File: src/rtl/fmp_pkg.sv
// ----------------------------------------------------------------------------
// fmp_pkg
// Shared types and fixed field widths for the Fibonacci-mod-m block.
// ----------------------------------------------------------------------------
`default_nettype none

package fmp_pkg;

   localparam int INDEX_W   = 63;  // request index field
   localparam int MODULUS_W = 18;  // request modulus field
   localparam int FIB_W     = 17;  // response field

   typedef enum logic [1:0] {
      PH_IDLE,
      PH_SEARCH,
      PH_REDUCE,
      PH_WALK
   } phase_type;

endpackage

`default_nettype wire

File: src/rtl/fmp_addmod.sv
// ----------------------------------------------------------------------------
// fmp_addmod
// Shared modular adder: a + b, then one conditional subtract of m.
// ----------------------------------------------------------------------------
`default_nettype none

module fmp_addmod #(
   parameter int W = 18
) (
   input  wire logic [W-1:0] a,
   input  wire logic [W-1:0] b,
   input  wire logic [W-1:0] m,
   output logic      [W-1:0] sum
);

   logic [W:0] raw;

   always_comb begin
      raw = {1'b0, a} + {1'b0, b};
      if (raw >= {1'b0, m}) begin
         raw = raw - {1'b0, m};
      end
      sum = raw[W-1:0];
   end

endmodule

`default_nettype wire

File: src/rtl/fmp_rem.sv
// ----------------------------------------------------------------------------
// fmp_rem
// Bit-serial restoring remainder: one dividend bit per cycle.
// ----------------------------------------------------------------------------
`default_nettype none

module fmp_rem #(
   parameter int NW = 63,
   parameter int DW = 20
) (
   input  wire logic          clock,
   input  wire logic          reset,
   input  wire logic          start,
   input  wire logic [NW-1:0] dividend,
   input  wire logic [DW-1:0] divisor,
   output logic               done,
   output logic      [DW-1:0] remainder
);

   localparam int CW = $clog2(NW + 1);

   logic          busy_ff, busy_in;
   logic [CW-1:0] cnt_ff, cnt_in;
   logic [NW-1:0] shift_ff, shift_in;
   logic [DW-1:0] rem_ff, rem_in;
   logic [DW:0]   trial;

   always_ff @(posedge clock) begin
      if (reset) begin
         busy_ff <= 1'b0;
         cnt_ff  <= '0;
      end else begin
         busy_ff <= busy_in;
         cnt_ff  <= cnt_in;
      end
      shift_ff <= shift_in;
      rem_ff   <= rem_in;
   end

   always_comb begin
      busy_in  = busy_ff;
      cnt_in   = cnt_ff;
      shift_in = shift_ff;
      rem_in   = rem_ff;
      trial    = {rem_ff, shift_ff[NW-1]};
      done     = busy_ff && (cnt_ff == '0);
      if (start) begin
         busy_in  = 1'b1;
         cnt_in   = CW'(NW);
         shift_in = dividend;
         rem_in   = '0;
      end else if (done) begin
         busy_in = 1'b0;
      end else if (busy_ff) begin
         // shift in the next bit, subtract if it fits
         if (trial >= {1'b0, divisor}) begin
            trial = trial - {1'b0, divisor};
         end
         rem_in   = trial[DW-1:0];
         shift_in = shift_ff << 1;
         cnt_in   = cnt_ff - CW'(1);
      end
   end

   assign remainder = rem_ff;

endmodule

`default_nettype wire

File: src/rtl/fibonacci_mod_pisano.sv
// ----------------------------------------------------------------------------
// fibonacci_mod_pisano
// F(n) mod m: Pisano period search, serial reduction of n, then a short walk.
// ----------------------------------------------------------------------------
// sequence: period search (p up to 6m), serial reduction n mod p over INDEX_BITS
//   bits, then a walk of (n mod p) steps; m of one or zero skips to the walk
// throughput: one request at a time, req_ready only while idle; the single shared
//   modular adder serves both the period search and the walk
// reset: synchronous, clears the sequencer, remainder unit and rsp_valid
`default_nettype none

module fibonacci_mod_pisano #(
   parameter int MODULUS_MAX = 131072,
   parameter int INDEX_BITS  = 63
) (
   input  wire logic                          clock,
   input  wire logic                          reset,
   input  wire logic                          req_valid,
   output logic                               req_ready,
   input  wire logic [fmp_pkg::INDEX_W-1:0]   req_fib_index,
   input  wire logic [fmp_pkg::MODULUS_W-1:0] req_modulus,
   output logic                               rsp_valid,
   input  wire logic                          rsp_ready,
   output logic      [fmp_pkg::FIB_W-1:0]     rsp_fib_mod
);

   import fmp_pkg::*;

   // largest modulus the request field can carry after saturation
   localparam int MOD_CAP = (MODULUS_MAX < (2 ** MODULUS_W)) ?
                            MODULUS_MAX : (2 ** MODULUS_W) - 1;
   localparam int MW      = $clog2(MOD_CAP + 1);      // sequence values
   localparam int PW      = $clog2(6 * MOD_CAP + 1);  // period and step counts

   phase_type             phase_ff, phase_in;
   logic [MW-1:0]         mod_ff, mod_in;
   logic [MW-1:0]         seq_prev_ff, seq_prev_in;
   logic [MW-1:0]         seq_curr_ff, seq_curr_in;
   logic [PW-1:0]         step_count_ff, step_count_in;
   logic [PW-1:0]         bound_ff, bound_in;
   logic [PW-1:0]         period_len_ff, period_len_in;
   logic [PW-1:0]         reduced_index_ff, reduced_index_in;
   logic [INDEX_BITS-1:0] index_ff, index_in;
   logic                  rsp_valid_ff, rsp_valid_in;
   logic [FIB_W-1:0]      rsp_fib_mod_ff, rsp_fib_mod_in;

   logic [MW-1:0]         mod_sat;
   logic [MW-1:0]         step_sum;
   logic                  rem_start;
   logic                  rem_done;
   logic [PW-1:0]         rem_value;
   logic                  out_free;

   // one modular adder serves both the period search and the walk
   fmp_addmod #(
      .W (MW)
   ) u_addmod (
      .a   (seq_prev_ff),
      .b   (seq_curr_ff),
      .m   (mod_ff),
      .sum (step_sum)
   );

   // n mod period, one index bit per cycle
   fmp_rem #(
      .NW (INDEX_BITS),
      .DW (PW)
   ) u_rem (
      .clock     (clock),
      .reset     (reset),
      .start     (rem_start),
      .dividend  (index_ff),
      .divisor   (period_len_ff),
      .done      (rem_done),
      .remainder (rem_value)
   );

   // modulus above the cap saturates to the cap
   always_comb begin
      if (32'(req_modulus) > 32'(MOD_CAP)) begin
         mod_sat = MW'(MOD_CAP);
      end else begin
         mod_sat = MW'(req_modulus);
      end
   end

   always_ff @(posedge clock) begin
      if (reset) begin
         phase_ff     <= PH_IDLE;
         rsp_valid_ff <= 1'b0;
      end else begin
         phase_ff     <= phase_in;
         rsp_valid_ff <= rsp_valid_in;
      end
      mod_ff           <= mod_in;
      seq_prev_ff      <= seq_prev_in;
      seq_curr_ff      <= seq_curr_in;
      step_count_ff    <= step_count_in;
      bound_ff         <= bound_in;
      period_len_ff    <= period_len_in;
      reduced_index_ff <= reduced_index_in;
      index_ff         <= index_in;
      rsp_fib_mod_ff   <= rsp_fib_mod_in;
   end

   // output slot is free when empty or being drained this cycle
   assign out_free = !rsp_valid_ff || rsp_ready;

   always_comb begin
      phase_in         = phase_ff;
      mod_in           = mod_ff;
      seq_prev_in      = seq_prev_ff;
      seq_curr_in      = seq_curr_ff;
      step_count_in    = step_count_ff;
      bound_in         = bound_ff;
      period_len_in    = period_len_ff;
      reduced_index_in = reduced_index_ff;
      index_in         = index_ff;
      rsp_fib_mod_in   = rsp_fib_mod_ff;
      rsp_valid_in     = rsp_valid_ff && !rsp_ready;
      rem_start        = 1'b0;
      req_ready        = 1'b0;

      case (phase_ff)
         PH_IDLE: begin
            req_ready = 1'b1;
            if (req_valid) begin
               mod_in      = mod_sat;
               index_in    = req_fib_index[INDEX_BITS-1:0];
               bound_in    = (PW'(mod_sat) << 2) + (PW'(mod_sat) << 1);
               seq_prev_in = '0;
               seq_curr_in = MW'(1);
               if (mod_sat <= MW'(1)) begin
                  // modulus one or zero: answer is zero, no search
                  period_len_in    = PW'(1);
                  reduced_index_in = '0;
                  step_count_in    = '0;
                  phase_in         = PH_WALK;
               end else begin
                  step_count_in = PW'(1);
                  phase_in      = PH_SEARCH;
               end
            end
         end

         PH_SEARCH: begin
            // step k: pair moves to (curr, sum); stop when it is (0,1) again
            if ((seq_curr_ff == '0 && step_sum == MW'(1)) ||
                (step_count_ff == bound_ff)) begin
               period_len_in = step_count_ff;
               rem_start     = 1'b1;
               phase_in      = PH_REDUCE;
            end else begin
               seq_prev_in   = seq_curr_ff;
               seq_curr_in   = step_sum;
               step_count_in = step_count_ff + PW'(1);
            end
         end

         PH_REDUCE: begin
            if (rem_done) begin
               reduced_index_in = rem_value;
               seq_prev_in      = '0;
               seq_curr_in      = MW'(1);
               step_count_in    = '0;
               phase_in         = PH_WALK;
            end
         end

         PH_WALK: begin
            if (step_count_ff == reduced_index_ff) begin
               // pair is (F(k), F(k+1)); hand out F(k) once the slot frees
               if (out_free) begin
                  rsp_fib_mod_in = FIB_W'(seq_prev_ff);
                  rsp_valid_in   = 1'b1;
                  phase_in       = PH_IDLE;
               end
            end else begin
               seq_prev_in   = seq_curr_ff;
               seq_curr_in   = step_sum;
               step_count_in = step_count_ff + PW'(1);
            end
         end

         default: begin
            phase_in = PH_IDLE;
         end
      endcase
   end

   assign rsp_valid   = rsp_valid_ff;
   assign rsp_fib_mod = rsp_fib_mod_ff;

endmodule

`default_nettype wire
File: config.mk
export PLATFORM = sky130hd
export DESIGN_NAME = fibonacci_mod_pisano
export DESIGN_NICKNAME = d
export VERILOG_FILES = /design/src/rtl/fmp_pkg.sv /design/src/rtl/fmp_addmod.sv /design/src/rtl/fmp_rem.sv /design/src/rtl/fibonacci_mod_pisano.sv
export SDC_FILE = /design/constraint.sdc
export NUM_CORES = 1
export LEC_CHECK = 0
export ABC_CLOCK_PERIOD_IN_PS = 7800
export BUFFER_PORTS_ARGS = -buffer_cell sky130_fd_sc_hd__buf_2
export CAP_MARGIN = 10
export CELL_PAD_IN_SITES_DETAIL_PLACEMENT = 1
export CELL_PAD_IN_SITES_GLOBAL_PLACEMENT = 1
export CORE_ASPECT_RATIO = 0.5
export CORE_MARGIN = 8
export CORE_UTILIZATION = 32
export DETAILED_ROUTE_END_ITERATION = 8
export PLACE_DENSITY_LB_ADDON = 0.1
export SYNTH_ARGS = -nofsm -noshare
export SYNTH_HDL_FRONTEND = slang
export SYNTH_SLANG_ARGS = --single-unit
File: constraint.sdc
create_clock -name clock -period 7.8 [get_ports clock]
set_input_delay 1.56 -clock clock [delete_from_list [all_inputs] [get_ports clock]]
set_output_delay 1.56 -clock clock [all_outputs]
set_load 0.005 [all_outputs]
# After elaboration in Yosys (flattened, before gate mapping)
# Index checks and enable logic that the tools add are counted.
# op_classes
muxes	48
bitwise_logic	1
addsub	6
reduce_logical	22
n_eq_ne	15
order_cmp	4
# op_table
operator	count
2-to-1 mux 20 bit	11
2-to-1 mux 63 bit	3
2-to-1 mux 18 bit	10
case mux 18 bit (4 select lines)	2
case mux 20 bit (2 select lines)	2
case mux 20 bit (4 select lines)	1
== test 20 bit	2
greater-or-equal comparator 21 x 20 -> 1 bit	1
adder 20 x 1 -> 20 bit (second input constant)	1
adder 20 x 19 -> 20 bit	1
subtractor 20 bit	1
adder 18 x 18 -> 19 bit	1
greater-or-equal comparator 19 x 18 -> 1 bit	1
== test 18 x 1 -> 1 bit (second input constant)	1
> comparator 18 bit (second input constant)	1
<= comparator 18 x 1 -> 1 bit (second input constant)	1
zero test 18 bit	1
2-to-1 mux 6 bit	3
inequality test 2 bit (second input constant)	9
subtractor 18 bit	1
2-to-1 mux 2 bit	6
AND reduction 4 bit	3
2-to-1 mux 1 bit	9
case mux 2 bit (4 select lines)	1
other kinds (13)	23
# word_totals
inputBits	85
output_inout_bits	19
register_bits	307
wordCells	111

# Depth between registers and ports, before layout
# depth
ltp_word	10
mapped_depth	23

# By module
# Synthesis repeated with hierarchy kept, for this count alone.
# hier_totals
hier_cells	1401
area_unflattened_um2	16537.1
# by_module_without_submodules
module	instances	cells_per_inst	area_each_um2
fibonacci_mod_pisano	1	670	9475.3
fmp_rem	1	446	5037.3
fmp_addmod	1	285	2024.4

# Least setup slack after synthesis
# OpenSTA, ideal clock, no wires.
# synth_timing
kind	register to register
startpoint	register seq_curr_ff[7]
endpoint	register u_rem.shift_ff[0] (enable)
synth_period_minus_slack_ps	6191
path_stages_with_launch	20
setup_ps	686
path_buffers	2
setup_slack_ps	1609
arrival_time_ps	5505
path_cell_list	edfxtp_1 > ha_1 > and4_4 > and3_4 > a2111oi_4 > o211ai_1 > a31oi_1 > o22ai_1 > ha_1 > a211oi_1 > nand2_1 > a311oi_1 > a31oi_1 > nor2_1 > nor4_1 > o221a_2 > o21ai_2 > buf_2 > buf_2 > nand2_1
# synth_via
elab_chain_cells	10
# synth_lines
item	line_no	rtl
from (decl)	fibonacci_mod_pisano.sv:38	logic [MW-1:0] seq_curr_ff, seq_curr_in;
from (signal assigned)	fibonacci_mod_pisano.sv:97	seq_curr_ff <= seq_curr_in;
adder 18 x 18 -> 19 bit	fmp_addmod.sv:19	raw = {1'b0, a} + {1'b0, b};
subtractor 18 bit or greater-or-equal comparator 19 x 18 -> 1 bit (tied branches)	fmp_addmod.sv:21, fmp_addmod.sv:20	
2-to-1 mux 18 bit	fmp_addmod.sv:20	if (raw >= {1'b0, m}) begin
== test 18 x 1 -> 1 bit	fibonacci_mod_pisano.sv:148	if ((seq_curr_ff == '0 && step_sum == MW'(1)) ||
logical AND 1 bit *	fibonacci_mod_pisano.sv:148	
logical OR 1 bit *	fibonacci_mod_pisano.sv:148	
2-to-1 mux 1 bit *	fibonacci_mod_pisano.sv:148	
2-to-1 mux 1 bit *	fibonacci_mod_pisano.sv:124	case (phase_ff)
inequality test 2 bit (no source line) or nonzero test 2 bit (tied branches)	n/a	
AND reduction 2 bit (no source line) *	n/a	
to (signal assigned)	fmp_rem.sv:36	shift_ff <= shift_in;
to (decl)	fmp_rem.sv:24	logic [NW-1:0] shift_ff, shift_in;
# Every way passes the cells marked *; elsewhere a longest branch is shown, timed or not.
# A chain may end at the register's enable or synchronous reset.

# Worst setup path in the final report
# layout_timing
startpoint	register seq_prev_ff[6]
endpoint	register u_rem.shift_ff[5] (enable)
# layout_via
elab_chain_cells	10
# layout_lines
item	line_no	rtl
from (decl)	fibonacci_mod_pisano.sv:37	logic [MW-1:0] seq_prev_ff, seq_prev_in;
from (signal assigned)	fibonacci_mod_pisano.sv:96	seq_prev_ff <= seq_prev_in;
adder 18 x 18 -> 19 bit *	fmp_addmod.sv:19	
subtractor 18 bit or greater-or-equal comparator 19 x 18 -> 1 bit (tied branches)	fmp_addmod.sv:21, fmp_addmod.sv:20	
2-to-1 mux 18 bit *	fmp_addmod.sv:20	
== test 18 x 1 -> 1 bit *	fibonacci_mod_pisano.sv:148	
logical AND 1 bit *	fibonacci_mod_pisano.sv:148	
logical OR 1 bit *	fibonacci_mod_pisano.sv:148	
2-to-1 mux 1 bit *	fibonacci_mod_pisano.sv:148	
2-to-1 mux 1 bit *	fibonacci_mod_pisano.sv:124	
inequality test 2 bit (no source line) or nonzero test 2 bit (tied branches)	n/a	
AND reduction 2 bit (no source line) *	n/a	
# Marked as above.

==> impl_summary.log <==
[metrics] status: complete, no violations
[metrics] standby leakage power: 7.570 nW
[metrics] sequential share of the synthesized area: about 54%
[metrics] post-place instance area: roughly 18000 um^2
[metrics] count of inserted antenna diode cells: 0
[metrics] Placeable Area: 50510 um^2
[metrics] part of the cycle the worst path needs: 83.10%
[metrics] maximum buffer depth of the clock tree: 3
[metrics] count of instances resized after the clock tree is built: 0
[metrics] global-route wire length before repair: about 65000 um
[metrics] max_slew headroom: ~29%
[metrics] post-DR wirelength/cell: between 15 and 20 um
[metrics] class of the tightest hold or removal check: register to register
[metrics] Area Growth Syn to Fin: 14.88%
[metrics] via density per instance: 4.883
[metrics] fillcell total: approximately 5500
[metrics] share of synthesized registers carrying an async set or reset: 0%
[metrics] unique cell type count in the Yosys netlist: between 60 and 70
[metrics] die area: roughly 59000 um^2
[metrics] number of antenna violations at the first check in global routing: 0
[metrics] Initial Utilization: 32.60%
[metrics] final instance area: between 15000 and 20000 um^2
[metrics] capturing element type of the critical path: register
[metrics] via count of the first global-routing pass: between 10000 and 15000
[metrics] post-CTS setup buffer count: 0
[metrics] clk slew on worst S/H paths: 60 ps
[metrics] Total Routing Usage GR: between 10% and 20%
[metrics] total of hold buffers inserted after clock tree synthesis: 0
[metrics] Design Power: 7.880 mW
[metrics] CTS tree: yes
[metrics] Layout Skew: about 25 ps
[metrics] number of sinks handled by clock tree synthesis: roughly 310
[metrics] # nets final: ~1700
[metrics] total routed wirelength: between 40000 and 50000 um
[metrics] DP Worst Slack: about 1200 ps
[metrics] average footprint of a synthesized cell: approximately 12 um^2
[metrics] top-level I/O count: between 100 and 150
[metrics] most common flop cell mapped by yosys: sky130_fd_sc_hd__edfxtp_1
[metrics] number of flops mapped to enable cells by yosys: 275
[metrics] Detailed Routing Iterations Pass 1: 4
[metrics] yosys synthesis warning count: 0
[metrics] biggest area contributors in the synthesized netlist: sky130_fd_sc_hd__edfxtp_1, sky130_fd_sc_hd__ha_1, sky130_fd_sc_hd__mux2_4
[metrics] Data required, critical path: approximately 8000 ps
[metrics] # rows: 58
[metrics] total DRC errors in the routed layout: 0
[metrics] number of max-slew violations in the final report: 0
[metrics] largest net degree at the start of global routing: 64
[metrics] Worst Setup Start Kind: register
[metrics] cell count after synthesis: approximately 1400
[metrics] Setup TNS: 0 ps
[metrics] maximum resistive drop on vdd: 0.1994 mV
[metrics] cell accounting for the most synthesized area: sky130_fd_sc_hd__edfxtp_1
[metrics] post-synth design cell area: about 16000 um^2
[metrics] proportion of netlist area held by the largest area contributor: between 50% and 60%
[metrics] DP Wirelength: between 30000 and 40000 um
[metrics] initial DRC count: approximately 440
[metrics] worst hold margin: approximately 460 ps
[metrics] die height: between 150 and 200 um
[metrics] Remaining Overflow, GRT: 0
[metrics] Arrival @ worst endpoint: approximately 6700 ps
[metrics] clock latency reported for the late side of the worst-skew pair: 550 ps
[metrics] Tightest Pin Transition: 1068 ps
[metrics] total of endpoints with negative setup slack in the final report: 0
[metrics] Syn Nets: about 1600
[metrics] Buffers on Ports: 103
[metrics] Tmin final: 6482 ps
[metrics] PwrDens: around 420 nW/um^2
[metrics] proportion of layout cells with a drive suffix above 1: between 15 and 20%
[metrics] clock root buffer master: sky130_fd_sc_hd__clkbuf_16
[metrics] max-cap viol count: 0
[metrics] unrepaired setup endpoints after global routing: no
[metrics] CP Class: register to register
[metrics] GPL Wtd Cong: 0.8291
[metrics] htree depth: 2
[metrics] Die Span X: 336.8 um
[metrics] number of buffers added by the clock tree synthesis step: 34
[metrics] total number of vias: ~11000
[metrics] largest fanout of any net on the critical path: 32
[metrics] final hold vios: 0
[metrics] fin worst setup slack: approximately 1300 ps
[metrics] flops & latches, synth: between 300 and 400
[metrics] Post-DRT Antenna Nets: 0
[metrics] top achievable clock speed: 154.3 MHz
==> layer usage <==
metal / up-vias / part of all wire [%] / GRT usage [%]
li1: 5252 / - / -
met1: 5270 / 45 / 17.16
met2: 152 / 48 / 23.31
met3: 74 / 3.7 / 2.757
met4: 0 / 2.8 / 4.318
met5: - / 0 / 0
==> worst paths after layout <==
kind / endpoint / slack (ps) / cells past startpoint / from
max: u_rem.shift_ff[5]$_DFFE_PP_ / 1320 / 18 / seq_prev_ff[6]$_SDFFCE_PP0P_
min: rsp_fib_mod[9]$_DFFE_PP_ / 460 / 0 / seq_prev_ff[9]$_SDFFCE_PP0P_
max reg2reg: u_rem.shift_ff[5]$_DFFE_PP_ / 1320 / 18 / seq_prev_ff[6]$_SDFFCE_PP0P_
min reg2reg: rsp_fib_mod[9]$_DFFE_PP_ / 460 / 0 / seq_prev_ff[9]$_SDFFCE_PP0P_
==> layout by cell type (no fill, tap or decap), drive strengths merged, types with 30 or more instances in the layout <==
master | Yosys | routed
edfxtp | 275 | 275
and2 | 46 | 46
nand2 | 72 | 72
nor2 | 74 | 74
inv | 93 | 95
xor2 | 52 | 52
buf | 15 | 118
o21ai | 48 | 48
clkbuf | 36 | 45
xnor2 | 63 | 63
a21oi | 77 | 77
mux2 | 65 | 65
ha | 94 | 94
nand3 | 43 | 43
dfxtp | 30 | 30
==> synth_stat cells, drive strengths merged (19+ instances only) <==
master  instances
edfxtp        275
ha             94
inv            93
a21oi          77
nor2           74
nand2          72
mux2           65
xnor2          63
xor2           52
o21ai          48
and2           46
nand3          43
clkbuf         36
dfxtp          30
nor2b          29
nor3           24
a21o           23
nand2b         22
o211ai         21
nor4           20
nand4          19
==> worst max-delay path, stage by stage (launching register included) <==
cell	delay [ps]
sky130_fd_sc_hd__edfxtp_1	410
sky130_fd_sc_hd__ha_1	410
sky130_fd_sc_hd__and4_4	240
sky130_fd_sc_hd__and3_4	180
sky130_fd_sc_hd__a2111oi_4	520
sky130_fd_sc_hd__o211ai_1	200
sky130_fd_sc_hd__a31oi_1	360
sky130_fd_sc_hd__o22ai_1	220
sky130_fd_sc_hd__ha_1	380
sky130_fd_sc_hd__a211oi_1	250
sky130_fd_sc_hd__nand2_1	130
sky130_fd_sc_hd__a311oi_1	370
sky130_fd_sc_hd__a31oi_1	170
sky130_fd_sc_hd__or2_1	510
sky130_fd_sc_hd__nor4b_1	410
sky130_fd_sc_hd__o221a_2	340
sky130_fd_sc_hd__o21ai_4	90
sky130_fd_sc_hd__nand2_2	650
sky130_fd_sc_hd__buf_12	300
==> report_power, final <==
| part | switching [mW] | internal [mW] | leakage [nW] |
|---|---|---|---|
| Combinational | 2.32 | 1.42 | 4.12 |
| Sequential | 0.244 | 2.20 | 2.89 |
| Clock | 0.705 | 0.998 | 0.559 |
==> logic make-up (layout without fill, tap and decap cells) <==
group,after synthesis,in the layout,synth area share (%)
adders and majority gates,98,98,7.629
buffers and inverters,144,273,3.601
and+or+nand+nor,389,389,12.21
xor gates and xnor gates,115,115,6.117
DFF,305,305,53.80
AOI/OAI and AO/OA,257,257,10.52
muxes,74,74,6.132
==> state kept, by name, summed over array words and instances, names as in the netlist <==
name and count:
step_count_ff 20, bound_ff 18, mod_ff 18, phase_ff 2
u_rem.cnt_ff 6, seq_prev_ff 18, rsp_fib_mod 17, rsp_valid 1
period_len_ff 20, u_rem.busy_ff 1, index_ff 63, reduced_index_ff 20
seq_curr_ff 18, u_rem.shift_ff 63, u_rem.remainder 20
==> stage by stage <==
step                utilization [%]  instances
finish                        37.46       2201
detailed placement            35.16       2139
global route                  37.46       2201
CTS                           37.46       2201
floorplan                         -       1382
global placement              35.16       2139
==> cell type report <==
type                            count  area (um^2)  area share, %
Inverter                           93        349.1          1.845
Multi-Input combinational cell    933         7046          37.24
Sequential cell                   305         8859          46.83
Tap cell                          690        863.3          4.564
Timing Repair Buffer              118        640.6          3.386
Clock buffer                       45        902.1          4.769
Clock inverter                     17        259.0          1.369
Note: power is estimated with default switching activity, not from simulation.
